==> src/rtl/core/rfhls_pkg.sv <==
// ============================================================================
// rfhls_pkg: shared types and constants of the hopping link scheduler
// Beat structs, configuration register set, register indexes and the hop
// channel table.
// ============================================================================
`default_nettype none

package rfhls_pkg;

  localparam int unsigned CFG_IDX_W  = 4;
  localparam int unsigned CFG_DATA_W = 16;

  // Configuration register indexes.
  localparam logic [CFG_IDX_W-1:0] REG_TX_SLOT        = 4'd0;
  localparam logic [CFG_IDX_W-1:0] REG_RX_SLOT        = 4'd1;
  localparam logic [CFG_IDX_W-1:0] REG_HOP_SLOT       = 4'd2;
  localparam logic [CFG_IDX_W-1:0] REG_CYCLE_LENGTH   = 4'd3;
  localparam logic [CFG_IDX_W-1:0] REG_RELINK_CHANNEL = 4'd4;
  localparam logic [CFG_IDX_W-1:0] REG_LOSS_LIMIT     = 4'd5;
  localparam logic [CFG_IDX_W-1:0] REG_ZOOM_HIGH      = 4'd6;
  localparam logic [CFG_IDX_W-1:0] REG_ZOOM_LOW       = 4'd7;

  // Command codes of an input beat.
  localparam logic CMD_TICK    = 1'b0;
  localparam logic CMD_SERVICE = 1'b1;

  localparam logic [7:0] TOGGLE_MASK  = 8'h1e;
  localparam logic [7:0] LEVEL_MASK   = 8'h60;
  localparam logic [9:0] RESYNC_VALUE = 10'd3;

  typedef struct packed {
    logic [9:0]  tx_slot;
    logic [9:0]  rx_slot;
    logic [9:0]  hop_slot;
    logic [9:0]  cycle_length;
    logic [6:0]  relink_channel;
    logic [7:0]  loss_limit;
    logic [15:0] zoom_high;
    logic [15:0] zoom_low;
  } cfg_t;

  typedef struct packed {
    logic        command;
    logic        rx_ready;
    logic [7:0]  fn_byte;
    logic [15:0] zoom_word;
  } in_t;

  typedef struct packed {
    logic       channel_write;
    logic [6:0] channel;
    logic       send_reply;
    logic       clear_radio;
    logic       link_up;
    logic [4:0] function_events;
    logic [6:0] function_levels;
    logic       ev_increase;
    logic       ev_decrease;
  } out_t;

  // Hop channel table; entries past the tenth read as channel 0.
  function automatic logic [6:0] hop_channel(input logic [3:0] idx);
    logic [6:0] ch;
    case (idx)
      4'd0:    ch = 7'd4;
      4'd1:    ch = 7'd12;
      4'd2:    ch = 7'd18;
      4'd3:    ch = 7'd27;
      4'd4:    ch = 7'd36;
      4'd5:    ch = 7'd41;
      4'd6:    ch = 7'd47;
      4'd7:    ch = 7'd54;
      4'd8:    ch = 7'd62;
      4'd9:    ch = 7'd72;
      default: ch = 7'd0;
    endcase
    return ch;
  endfunction

endpackage

`default_nettype wire

==> src/rtl/core/rf_hopping_link_scheduler_unit.sv <==
// ============================================================================
// rf_hopping_link_scheduler_unit: frequency-hopping link scheduler, top level
// Input register, single-pass step logic and result register.
// ============================================================================
// Path: an accepted input beat is held in the input register, and its result
// is loaded into the result register once that register is free.
// Throughput: one beat per cycle while out_ready stays high; the step logic
// between the input register and the result register updates all link state
// in one pass, so the next beat sees the updated state.
// Reset (synchronous, active low) restores the configuration defaults, puts
// the link in the hopping step, disconnected, and empties both registers.
`default_nettype none

module rf_hopping_link_scheduler_unit #(
  parameter int unsigned HOP_CHANNELS = 10
) (
  input  wire logic                              clk,
  input  wire logic                              rst_n,
  // Input channel.
  input  wire logic                              in_valid,
  output logic                                   in_ready,
  input  rfhls_pkg::in_t                         in_data,
  // Result channel.
  output logic                                   out_valid,
  input  wire logic                              out_ready,
  output rfhls_pkg::out_t                        out_data,
  // Configuration write port.
  input  wire logic                              cfg_we,
  input  wire logic [rfhls_pkg::CFG_IDX_W-1:0]   cfg_index,
  input  wire logic [rfhls_pkg::CFG_DATA_W-1:0]  cfg_wdata
);
  import rfhls_pkg::*;

  cfg_t cfg;
  in_t  item_r;
  logic item_vld_r;
  out_t res;
  out_t out_r;
  logic out_vld_r;

  logic out_free;
  logic fire;
  logic in_take;

  rfhls_cfg_regs u_cfg (
    .clk       (clk),
    .rst_n     (rst_n),
    .cfg_we    (cfg_we),
    .cfg_index (cfg_index),
    .cfg_wdata (cfg_wdata),
    .cfg       (cfg)
  );

  // The beat held in the input register moves into the result register
  // whenever that register is empty or is being drained this cycle. Link
  // state is committed at the same edge, so back-to-back beats each see the
  // state left by the one before.
  assign out_free = !out_vld_r || out_ready;
  assign fire     = item_vld_r && out_free;
  assign in_ready = !item_vld_r || fire;
  assign in_take  = in_valid && in_ready;

  rfhls_step_core #(
    .HOP_CHANNELS (HOP_CHANNELS)
  ) u_core (
    .clk   (clk),
    .rst_n (rst_n),
    .cfg   (cfg),
    .fire  (fire),
    .item  (item_r),
    .res   (res)
  );

  // Input register: control bit is reset, payload is not.
  always_ff @(posedge clk) begin
    if (!rst_n) begin
      item_vld_r <= 1'b0;
    end else if (in_ready) begin
      item_vld_r <= in_valid;
    end
  end

  always_ff @(posedge clk) begin
    if (in_take) begin
      item_r <= in_data;
    end
  end

  // Result register.
  always_ff @(posedge clk) begin
    if (!rst_n) begin
      out_vld_r <= 1'b0;
    end else if (out_free) begin
      out_vld_r <= item_vld_r;
    end
  end

  always_ff @(posedge clk) begin
    if (fire) begin
      out_r <= res;
    end
  end

  assign out_valid = out_vld_r;
  assign out_data  = out_r;

endmodule

`default_nettype wire

==> src/rtl/core/rfhls_cfg_regs.sv <==
// ============================================================================
// rfhls_cfg_regs: configuration register file
// Plain write port; writes to indexes beyond the register list are dropped.
// ============================================================================
`default_nettype none

module rfhls_cfg_regs (
  input  wire logic                              clk,
  input  wire logic                              rst_n,
  input  wire logic                              cfg_we,
  input  wire logic [rfhls_pkg::CFG_IDX_W-1:0]   cfg_index,
  input  wire logic [rfhls_pkg::CFG_DATA_W-1:0]  cfg_wdata,
  output rfhls_pkg::cfg_t                        cfg
);
  import rfhls_pkg::*;

  cfg_t cfg_r;

  always_ff @(posedge clk) begin
    if (!rst_n) begin
      cfg_r.tx_slot        <= '0;
      cfg_r.rx_slot        <= '0;
      cfg_r.hop_slot       <= '0;
      cfg_r.cycle_length   <= 10'd20;
      cfg_r.relink_channel <= '0;
      cfg_r.loss_limit     <= 8'd6;
      cfg_r.zoom_high      <= 16'hd50;
      cfg_r.zoom_low       <= 16'hb20;
    end else if (cfg_we) begin
      case (cfg_index)
        REG_TX_SLOT:        cfg_r.tx_slot        <= cfg_wdata[9:0];
        REG_RX_SLOT:        cfg_r.rx_slot        <= cfg_wdata[9:0];
        REG_HOP_SLOT:       cfg_r.hop_slot       <= cfg_wdata[9:0];
        REG_CYCLE_LENGTH:   cfg_r.cycle_length   <= cfg_wdata[9:0];
        REG_RELINK_CHANNEL: cfg_r.relink_channel <= cfg_wdata[6:0];
        REG_LOSS_LIMIT:     cfg_r.loss_limit     <= cfg_wdata[7:0];
        REG_ZOOM_HIGH:      cfg_r.zoom_high      <= cfg_wdata;
        REG_ZOOM_LOW:       cfg_r.zoom_low       <= cfg_wdata;
        default: ;
      endcase
    end
  end

  assign cfg = cfg_r;

endmodule

`default_nettype wire

==> src/rtl/core/rfhls_step_core.sv <==
// ============================================================================
// rfhls_step_core: scheduler state and per-beat update logic
// Holds the link state and computes one result per beat in a single pass.
// ============================================================================
`default_nettype none

module rfhls_step_core #(
  parameter int unsigned HOP_CHANNELS = 10
) (
  input  wire logic        clk,
  input  wire logic        rst_n,
  input  rfhls_pkg::cfg_t  cfg,
  input  wire logic        fire,
  input  rfhls_pkg::in_t   item,
  output rfhls_pkg::out_t  res
);
  import rfhls_pkg::*;

  localparam int unsigned IDX_W = (HOP_CHANNELS > 1) ? $clog2(HOP_CHANNELS) : 1;

  typedef enum logic [1:0] {
    STEP_IDLE = 2'd0,
    STEP_TX   = 2'd1,
    STEP_RX   = 2'd2,
    STEP_HOP  = 2'd3
  } step_t;

  logic [9:0]       slot_r,  slot_nxt;
  step_t            step_r,  step_nxt;
  logic [IDX_W-1:0] hop_r,   hop_nxt;
  logic [7:0]       loss_r,  loss_nxt;
  logic             conn_r,  conn_nxt;
  logic [7:0]       pend_r,  pend_nxt;
  logic [7:0]       prev_r,  prev_nxt;
  logic [1:0]       ev_r,    ev_nxt;

  logic [9:0]       tick_cnt;
  logic [IDX_W:0]   hop_inc;

  assign tick_cnt = slot_r + 10'd1;
  assign hop_inc  = {1'b0, hop_r} + {{IDX_W{1'b0}}, 1'b1};

  always_comb begin
    slot_nxt = slot_r;
    step_nxt = step_r;
    hop_nxt  = hop_r;
    loss_nxt = loss_r;
    conn_nxt = conn_r;
    pend_nxt = pend_r;
    prev_nxt = prev_r;
    ev_nxt   = ev_r;
    res      = '0;

    if (item.command == CMD_TICK) begin
      // When slots coincide, hop wins over receive over transmit.
      if (tick_cnt == cfg.hop_slot) begin
        step_nxt = STEP_HOP;
      end else if (tick_cnt == cfg.rx_slot) begin
        step_nxt = STEP_RX;
      end else if (tick_cnt == cfg.tx_slot) begin
        step_nxt = STEP_TX;
      end
      slot_nxt = (tick_cnt >= cfg.cycle_length) ? 10'd0 : tick_cnt;
    end else if (step_r == STEP_HOP) begin
      res.channel_write = 1'b1;
      if (loss_r < cfg.loss_limit) begin
        loss_nxt = loss_r + 8'd1;
        conn_nxt = 1'b1;
        hop_nxt  = (hop_inc >= (IDX_W+1)'(HOP_CHANNELS)) ? '0 : hop_inc[IDX_W-1:0];
        res.channel = hop_channel(4'(hop_nxt));
      end else begin
        conn_nxt    = 1'b0;
        hop_nxt     = '0;
        res.channel = cfg.relink_channel;
      end
      step_nxt = STEP_RX;
    end else if (step_r == STEP_RX || !conn_r) begin
      if (item.rx_ready) begin
        loss_nxt = '0;
        if (conn_r) begin
          res.function_events = pend_r[4:0] & TOGGLE_MASK[4:0];
          ev_nxt   = {item.zoom_word < cfg.zoom_low, item.zoom_word > cfg.zoom_high};
          pend_nxt = ((prev_r ^ item.fn_byte) & TOGGLE_MASK)
                   | (item.fn_byte & LEVEL_MASK);
        end
        prev_nxt       = item.fn_byte;
        conn_nxt       = 1'b1;
        step_nxt       = STEP_IDLE;
        slot_nxt       = RESYNC_VALUE;
        res.send_reply = 1'b1;
      end
    end else if (step_r == STEP_TX) begin
      res.clear_radio = 1'b1;
      step_nxt        = STEP_IDLE;
    end

    res.link_up         = conn_nxt;
    res.function_levels = pend_nxt[6:0] & LEVEL_MASK[6:0];
    res.ev_increase     = ev_nxt[0];
    res.ev_decrease     = ev_nxt[1];
  end

  always_ff @(posedge clk) begin
    if (!rst_n) begin
      slot_r <= '0;
      step_r <= STEP_HOP;
      hop_r  <= '0;
      loss_r <= '0;
      conn_r <= 1'b0;
      pend_r <= '0;
      prev_r <= '0;
      ev_r   <= '0;
    end else if (fire) begin
      slot_r <= slot_nxt;
      step_r <= step_nxt;
      hop_r  <= hop_nxt;
      loss_r <= loss_nxt;
      conn_r <= conn_nxt;
      pend_r <= pend_nxt;
      prev_r <= prev_nxt;
      ev_r   <= ev_nxt;
    end
  end

endmodule

`default_nettype wire
==> config.mk <==
export PLATFORM = sky130hd
export DESIGN_NAME = rf_hopping_link_scheduler_unit
export DESIGN_NICKNAME = d
export VERILOG_FILES = /design/src/rtl/core/rfhls_pkg.sv /design/src/rtl/core/rf_hopping_link_scheduler_unit.sv /design/src/rtl/core/rfhls_cfg_regs.sv /design/src/rtl/core/rfhls_step_core.sv
export SDC_FILE = /design/constraint.sdc
export NUM_CORES = 1
export LEC_CHECK = 0
export BUFFER_PORTS_ARGS = -buffer_cell sky130_fd_sc_hd__buf_2
export CAP_MARGIN = 10
export CELL_PAD_IN_SITES_DETAIL_PLACEMENT = 1
export CELL_PAD_IN_SITES_GLOBAL_PLACEMENT = 1
export CORE_ASPECT_RATIO = 0.75
export CORE_UTILIZATION = 40
export DETAILED_ROUTE_END_ITERATION = 6
export PLACE_DENSITY = 0.77
export SKIP_CTS_REPAIR_TIMING = 1
export SYNTH_ARGS = -nofsm -noshare
export SYNTH_HDL_FRONTEND = slang
export SYNTH_SLANG_ARGS = --single-unit
==> constraint.sdc <==
create_clock -name clk -period 4.4 [get_ports clk]
set_input_delay 0.88 -clock clk [delete_from_list [all_inputs] [get_ports clk]]
set_output_delay 0.88 -clock clk [all_outputs]
set_load 0.01 [all_outputs]
* Word level (Yosys, flattened, before mapping) *
Memory sizes are Yosys's and may differ from the RTL's.
Index checks and enable logic that the tools add are counted.

operators by class
  reductions and logical operators = 31
  bitwise gates (word level) = 7
  equality and inequality tests = 19
  $add $sub $neg = 3
  order comparisons = 5
  multiplexer cells = 38

operator list
  kind                                                  count
  2-to-1 mux 10 bit                                     5
  2-to-1 mux 7 bit                                      6
  2-to-1 mux 8 bit                                      5
  equality test 10 bit                                  3
  2-to-1 mux 2 bit                                      13
  AND reduction 2 bit                                   9
  equality test 4 x 3 -> 1 bit (second input constant)  4
  > comparator 16 bit                                   1
  less-than comparator 16 bit                           1
  adder 10 x 1 -> 10 bit (second input constant)        1
  >= comparator 10 bit                                  1
  AND reduction 5 bit                                   2
  adder 8 x 1 -> 8 bit (second input constant)          1
  equality test 4 x 2 -> 1 bit (second input constant)  2
  less-than comparator 8 bit                            1
  2-to-1 mux 4 bit                                      2
  AND reduction 4 bit                                   2
  2-to-1 mux 1 bit                                      7
  bitwise OR 5 x 7 -> 7 bit                             1
  != test 2 bit (second input constant)                 3
  AND reduction 6 bit                                   1
  OR reduction 3 bit                                    2
  adder 4 x 1 -> 5 bit (second input constant)          1
  >= comparator 5 x 4 -> 1 bit (second input constant)  1
  other kinds (17)                                      28

word-level totals
  register bits = 173
  logic and storage cells = 137
  input port bits = 51
  memory bits (read-only) = 112
  memories = 1
  output and inout bits = 27

memory list
  memory           depth  bits a word  rd ports  clocked after memory_dff  wr ports  RTL line         text
  (no name shown)  16     7            1         0                         0         rfhls_pkg.sv:64  case (idx)

* Longest topological paths before layout *
  word-level depth = 7
  gate-level depth with buffers = 14

* By module *
A second synthesis with hierarchy kept.

second synthesis, totals
  cell total of the unflattened synthesis = 924
  area, all modules = 9,068.7 sq um

by module, submodules not included
  module                          area each (sq um)  instances  cells each
  rfhls_step_core                 4,162.7            1          540
  rfhls_cfg_regs                  3,270.6            1          324
  rf_hopping_link_scheduler_unit  1,635.3            1          60

* Worst setup path before layout *
OpenSTA, ideal clock, no wires.

  path type = reg-to-reg
  start = register u_core.slot_r[1]
  end = register u_core.slot_r[1]
  slack = 1.630 ns
  library setup time = 0.070 ns
  buffers on the path = 1
  data required time = 4.330 ns
  data arrival time = 2.700 ns
  cell stages (with the launch flop) = 14
  cells stage by stage = dfxtp_1 -> ha_1 -> buf_4 -> and3_1 -> nand2_1 -> xnor2_1 -> ha_1 -> a21o_1 -> a211oi_1 -> nor2_1 -> a21oi_1 -> o21ai_0 -> or3b_2 -> a21oi_1

between the ends
  word-level cells in the longest chain between the ends = 4

ends and longest elaborated chain
  what                        RTL line                text
  from (decl)                 rfhls_step_core.sv:28   logic [9:0] slot_r, slot_nxt;
  from (signal assigned)      rfhls_step_core.sv:114  slot_r <= slot_nxt;
  adder 10 x 1 -> 10 bit (*)  rfhls_step_core.sv:40   assign tick_cnt = slot_r + 10'd1;
  >= comparator 10 bit        rfhls_step_core.sv:63   slot_nxt = (tick_cnt >= cfg.cycle_length) ? 10'd0 : tick_cnt;
  2-to-1 mux 10 bit (*)       rfhls_step_core.sv:63
  2-to-1 mux 10 bit (*)       rfhls_step_core.sv:54   if (item.command == CMD_TICK) begin

Every way passes the cells marked *; elsewhere a longest branch is shown, timed or not.
A chain may end at the register's enable or synchronous reset.

* Final worst setup path *
  start = register u_core.slot_r[0]
  end = register u_core.slot_r[1]

The elaborated chain is that of the path after synthesis.

==> summary.md <==
| Metric | Value |
|---|---|
| Outcome | complete, no violations |
| Clock latency on the worst-skew pair | between 400 and 500 ps |
| Worst-path cell chain | ha_1, and3_1, nand2_1, xnor2_1, ha_1, a21o_1, a211oi_1, nor2_1, a21oi_1, o21ai_0, buf_4, or3b_2, a21oi_1 |
| Initial detailed-routing violation count | roughly 370 |
| First-pass GRT wire length | 39300 µm |
| WP data required | about 4800 ps |
| DRC viols | 0 |
| Largest net degree at the start of global routing | 79 |
| Final nets | about 1100 |
| RSZ-0062 raised after global routing | no |
| Drt wl/cell | about 18 µm |
| H-Tree Depth | 4 |
| Area of the core | 22200 µm² |
| Vias | 7061 |
| Max Cap Violations | 0 |
| Power Density | about 350 nW/µm² |
| Worst path top cell family by delay | simple AND/OR/NAND/NOR gates |
| Antenna violations before repair | 1 |
| Die area | ~23000 µm² |
| R2r worst-path depth | 13 |
| Slew headroom | 0.205 |
| Overall power | 0.00360 W |
| Distinct cells, synth | 67 |
| Worst slew pin tran | 1190 ps |
| Time the worst path needs with I/O delays and setup | ~3600 ps |
| Simple-gate area share of the yosys netlist | 0.195 |
| Total congestion overflow | 0 |
| XOR/XNOR share of the synthesized area | 0.0462 |
| Seq/Total Area, Yosys | 0.419 |
| CP max FO | 11 |
| Hold Crit Depth | 2 |
| Fin crit share | 0.821 |
| WP data arrival | roughly 4000 ps |
| Largest stage delay on the critical path | 580 ps |
| Compound-cell area share of the yosys netlist | 0.145 |
| IO Port Bufs | slightly below 70 |
| Mapped cell area | 9110 µm² |
| Leakage | ~4.3 nW |
| Total track usage | 0.219 |
| CP Buf/Inv Count | 1 |
| Hold Crit Class | register to register |
| Setup TNS | 0 ps |
| Gate Count Post-Synth | roughly 980 |
| TritonCTS Sinks | ~170 |
| Post-synthesis async set-or-reset flop share | 0 |
| Register bit count reported by yosys | 169 |
| Total CTS buffers | 17 |
| HPWL after DPL | 17200 µm |
| IO Count | 78 |
| GP Congestion | just under 0.9 |
| F_max | about 280 MHz |
| Mux contribution to synthesized area | 0.0615 |
| CTS tree | built |
| Leading register cell type out of synthesis | dfxtp_1 |
| Routed Antenna Nets | 0 |
| VDD IR max | 0.000293 V |
| Via/cell ratio | 5.32 |
| Most common cell after layout, fill and taps aside | nand2_1 |
| Cell count along the critical path | 13 |
| Startpoint Class | register |
| Routed WL | approximately 24000 µm |
| Most frequent cells in the layout | 141 x nand2_1, 126 x dfxtp_1, 69 x buf_2, 63 x inv_1, 61 x nor2b_1 |
| Layout cells sized above 1 | 0.117 |
| Largest family of logic cells by synthesized area | simple AND/OR/NAND/NOR gates |
| Area growth syn-to-layout | 12.9% |
| Final Max Tran Viols | 0 |
| Root buf cell | clkbuf_16 |
| CTS clock-pin slew for the worst setup and hold paths | approximately 70 ps |
| CP max-delay cell | dfxtp_1 |
| Clk_skew | ~9 ps |
| Mean post-synth cell area | between 9 and 10 µm² |
| Critical Path End Type | register |
| Die H | around 130 µm |
| Site Rows | 47 |
| Clk buf depth | 2 |
| Post-Synth Adder-Cell Area | 0.0755 |
| Die Wd | around 180 µm |
| Crit path kind | register to register |
| Post-synth EDFFs | 43 |
| Final setup violation count | 0 |
| Drt first pass iters | 4 |
| Yosys warning total | 0 |
| Initial Utilization | 0.411 |
| Final Hold Fails | 0 |
| Vias in the first global route | 7380 |
## flip-flops by register name, indices dropped and copies added (netlist names)
| register | count |
|---|---|
| u_core.hop_r | 4 |
| u_cfg.cfg | 87 |
| out_data | 19 |
| u_core.conn_r | 1 |
| u_core.ev_r | 2 |
| u_core.step_r | 2 |
| item_r | 24 |
| item_vld_r | 1 |
| out_valid | 1 |
| u_core.slot_r | 10 |
| u_core.loss_r | 8 |
| u_core.prev_r | 4 |
| u_core.pend_r | 6 |
## cells in the mapped netlist (13+ instances only)
cell,instances,share of area
dfxtp_1,126,0.28
nor3_1,13,0.0071
nor2_1,34,0.014
inv_1,63,0.026
nand2b_1,18,0.012
nand3_1,19,0.010
mux2i_1,56,0.062
and2_1,17,0.012
a21boi_0,36,0.030
a21oi_1,29,0.016
nand2_1,141,0.058
nor2b_1,61,0.042
o211ai_1,23,0.019
ha_1,55,0.076
xnor2_1,23,0.022
clkbuf_1,44,0.018
edfxtp_1,43,0.14
o21ai_0,24,0.013
## path summary, 6_finish.rpt
path	from	end	slack, ps
setup / recovery	u_core.slot_r[0]$_SDFFE_PN0P_	u_core.slot_r[1]$_SDFFE_PN0P_	790
hold / removal	u_cfg.cfg[54]$_SDFFE_PN0P_	u_cfg.cfg[54]$_SDFFE_PN0P_	470
setup reg to reg	u_core.slot_r[0]$_SDFFE_PN0P_	u_core.slot_r[1]$_SDFFE_PN0P_	790
hold reg to reg	u_cfg.cfg[54]$_SDFFE_PN0P_	u_cfg.cfg[54]$_SDFFE_PN0P_	470
## kinds of logic after synthesis
group	count (synthesis)
simple gates	353
compound gates	181
flops	169
buf+inv	123
mux	56
fa+ha+maj	55
xor+xnor	38
other cells	1
## where the power goes
part	internal (W)	total [W]	switching, W
sequential	0.00163	0.00166	0.0000289
combinational	0.000102	0.000257	0.000155
clock	0.000983	0.00168	0.000700
total	0.00272	0.00360	0.000884
## area by class of cell
class                   count  area (µm²)
diodes                      1        2.50
clock buffers              18         439
clock inverters            14         210
fillers                  2549       11900
inverters                  63         236
multi-input cells         689        4800
flip-flops and latches    169        3810
well taps                 294         368
repair buffers             79         420
## worst min-delay path: stages (launching register included)
cell and delay [ps]:
dfxtp_1 310, nand2_1 50, a21boi_0 60
## per-stage QoR
stage	worst slack, ps	hold slack, ps	utilization	instances	cell area (µm²)
floorplan	1630	441	-	981	9130
global placement	897	452	0.435	1294	9630
detailed placement	833	461	0.435	1294	9630
CTS	793	471	0.464	1326	10300
global route	573	502	0.464	1326	10300
finish	787	469	0.464	1327	10300
## routing by layer
metal	part of all wire	GRT usage
met3	0.035	0.0417
met2	0.46	0.354
met4	0.019	0.0763
met5	0	0
met1	0.48	0.291
No activity file was read; power rests on OpenSTA's default activity.
